==> config.mk <==
export PLATFORM = sky130hd
export DESIGN_NAME = tgc_ram
export DESIGN_NICKNAME = d
export VERILOG_FILES = /design/src/rtl/core/tgc_ram.sv
export SDC_FILE = /design/constraint.sdc
export NUM_CORES = 2
export LEC_CHECK = 0
export ABC_CLOCK_PERIOD_IN_PS = 4080
export BUFFER_PORTS_ARGS = -buffer_cell sky130_fd_sc_hd__buf_2
export CAP_MARGIN = 20
export CORE_MARGIN = 5
export CORE_UTILIZATION = 40
export DETAILED_ROUTE_END_ITERATION = 7
export PLACE_DENSITY_LB_ADDON = 0.15
export SLEW_MARGIN = 15
export SYNTH_ARGS = -nofsm -noshare
export SYNTH_HDL_FRONTEND = slang
export SYNTH_SLANG_ARGS = --single-unit
==> constraint.sdc <==
create_clock -name i_clk -period 4.08 [get_ports i_clk]
set_input_delay 0.408 -clock i_clk [delete_from_list [all_inputs] [get_ports i_clk]]
set_output_delay 0.408 -clock i_clk [all_outputs]
set_load 0.05 [all_outputs]
==> src/rtl/core/tgc_ram.sv <==
module tgc_ram #(
    parameter int WIDTH = 8,
    parameter int DEPTH = 256,
    localparam int AW = $clog2(DEPTH)
) (
    input  logic             i_clk,
    input  logic             i_we,
    input  logic [AW-1:0]    i_waddr,
    input  logic [WIDTH-1:0] i_wdata,
    input  logic             i_re,
    input  logic [AW-1:0]    i_raddr,
    output logic [WIDTH-1:0] o_rdata
);

    logic [WIDTH-1:0] r_mem [DEPTH];
    logic [WIDTH-1:0] r_rdata;

    // read-first: a read at the written address returns the old word
    always_ff @(posedge i_clk) begin
        if (i_we) begin
            r_mem[i_waddr] <= i_wdata;
        end
        if (i_re) begin
            r_rdata <= r_mem[i_raddr];
        end
    end

    assign o_rdata = r_rdata;

endmodule

==> metrics <==
Reg clk slew, reported paths=0.06 ns; Syn Area/Cell=21.3 um2; clock sinks=2056; H-tree lvl count=4; num rows=163; status=finished clean; layout cells sized above 1=26.3%; Via density=5.67; final instance area=91100 um2; Peak VDD IR=0.000414 V; global route overflow=0; register area share after synthesis=77.5%; busiest layer in global routing=met2; largest family of logic cells by synthesized area=multiplexers; drt first pass iters=5; Worst EP arrival=3.62 ns; mean routed wirelength per cell=31.2 um; Bufs on Longest Clock Path=3; Crit Path Category=input pin to flop; Post-layout nets=4072; post-CTS setup buffer count=0; Setup crit end kind=flop; Pleak=28.3 nW; Hold WC Path Type=input pin to flop; area share of and/or/nand/nor cells after synthesis=2.63%; Port Buf Inserts=34; XOR/XNOR share of the synthesized area=0%; Max Cap Viol=0; top_reg_cell synth=edfxtp_1; adder-cell share of the synthesized area=0%; PD cells=483 nW/um2; clk root buf=clkbuf_16; RSZ-0062 raised after global routing=false; vias in the first global route=39.5k; hpwl dp=132000 um; Tot GR Track Use=20.3%; Initial DRC Count=4032; routability cong.=0.813; DRC Markers=0; global-route wire length before repair=305000 um; syn nets=3760; Synth Register Bits=2056; Final setup violation count=0; met1 global-route usage=29.4%; M3 GR Usage=3.17%; Final period util=75.6%; Tmin final=3.09 ns; Area Growth Syn to Fin=14.4%; CTS tree=done; Final Hold Viols=0; fill count=16.5k; pin count of the biggest net entering global routing=134; DP Area=84500 um2; Final Skew=0.0546 ns; Slew headroom=31.4%; CP startpoint kind=input pin; Die Wd=456 um; initial antenna violation count=12; CTS Buf Count=211; Post-CTS Resized=0; CP Max Fanout=20; Mapped Area=79600 um2; CORE AREA=198000 um2; CP required=4.62 ns; Post-CTS Hold Buffers=0; Antenna Nets Post-Route=0; met2 usage=32.3%; post-synthesis async set-or-reset flop share=0%; Routed WL=215000 um; initial core utilization=40.3%; Die ar.=208000 um2; max-slew violations=0; Synth Warn #=0; DR vias=39.0k; multiplexer share of the synthesized area=14.6%; gate count of the mapped netlist=3733; Worst-Skew Late Latency=0.85 ns; Die H=456 um; Synth Area in Compound Gates=3.42%; EDFF count, synth=2056; f_max=0.324 GHz; Least-Margin Pin Slew=1.03 ns; post-layout util=46.1%; Top Ports=35; unique cell type count in the Yosys netlist=54
[kinds of logic after synthesis]
family	count (synthesis)
flip-flops	2056
multiplexers	591
AND/OR/NAND/NOR	466
AO/OA/AOI/OAI	385
buffers and inverters	235
[report_power, final]
part | internal (mW) | switching (mW)
combinational | 0.782 | 1.49
clock | 10.2 | 8.17
sequential | 23.3 | 0.0317
[cells in the final DEF (no fill, tap or decap), types with 5 or more instances in the layout]
cell type  instances
a22oi_1          133
o221ai_1          46
nand2_1           33
nand4_1           10
a211oi_1          16
a221oi_1          13
clkinv_1          67
buf_4            269
o22ai_1           28
diode_2            9
mux2i_1          134
and2_1             5
mux4_2           454
clkbuf_16        214
nand3_2            8
o211ai_1          10
clkinv_8           5
nor3_1            20
o21ai_0           10
a22o_1             8
buf_8             10
edfxtp_1        2056
nand3_1           26
nor2b_1           28
clkinv_2          42
bufinv_16         10
clkbuf_1          39
nor4_2             8
buf_2             23
a21oi_1           96
nor2_1           279
nand2b_1           8
buf_12            30
nor4_1            19
o22a_1             5
[registers in the layout, summed over array words and instances, names as in the netlist]
signal,flops
o_rdata,8
r_mem,2048
[metal layers]
layer	vias up	part of all wire (%)
met5	-	0
li1	16400	-
met2	1203	48
met1	21100	44
met3	271	5.3
met4	0	2.4
[critical path, cell delays in order]
cell and delay [ns]:
buf_2 0.65, nand2b_1 0.76, a211oi_1 0.11, a311oi_1 0.62, o221ai_1 0.28, a211oi_1 0.47, buf_4 0.22, nor4_1 0.04
[stage by stage]
step	cells	TNS (ns)	hold WS [ns]	worst slack (ns)	total power, mW
global route	6866	0	0.0104	0.980	45.4
detailed placement	6472	0	0.913	0.118	26.1
floorplan	3733	0	0.507	1.60	24.9
global placement	6468	-1.49	0.903	-0.506	26.1
CTS	6864	0	0.00977	1.03	44.4
finish	6873	0	0.0485	0.994	44.0
[cell usage after synthesis, types with 16 or more instances]
master	n	area, um2
mux2i_1	134	1340
buf_6	21	236
o221ai_1	46	403
nand3_1	34	170
buf_4	27	203
clkbuf_1	111	417
nand2_1	33	124
o22ai_1	28	175
edfxtp_1	2056	61700
buf_1	22	82.6
a211oi_1	16	120
mux4_2	454	10200
nor3_1	22	110
nor4_1	24	150
a21oi_1	96	480
a22oi_1	133	998
nor2_1	282	1060
nor2b_1	31	194
buf_2	31	155
[path summary, 6_finish.rpt]
check                                       startpoint                      end  slack [ns]  cells after the start
worst max-delay path                        i_raddr[4]     o_rdata[5]$_DFFE_PP_        0.99                      8
worst min-delay path                        i_wdata[6]  r_mem[118][6]$_DFFE_PP_        0.05                      1
worst max register to register  r_mem[27][3]$_DFFE_PP_     o_rdata[3]$_DFFE_PP_        1.18                      8
worst min register to register   r_mem[2][0]$_DFFE_PP_     o_rdata[0]$_DFFE_PP_        1.17                      6
[cell type report]
cell class / count / area [um2] / area share, %
well taps: 2640 / 3300 / 3.63
clock buffers: 253 / 5500 / 6.04
multi-input cells: 1442 / 16600 / 18.2
flip-flops and latches: 2056 / 61700 / 67.8
clock inverters: 139 / 1060 / 1.16
diodes: 9 / 22.5 / 0.0247
repair buffers: 332 / 2890 / 3.17
inverters: 2 / 7.51 / 0.00824
No activity file was read; power rests on OpenSTA's default activity.
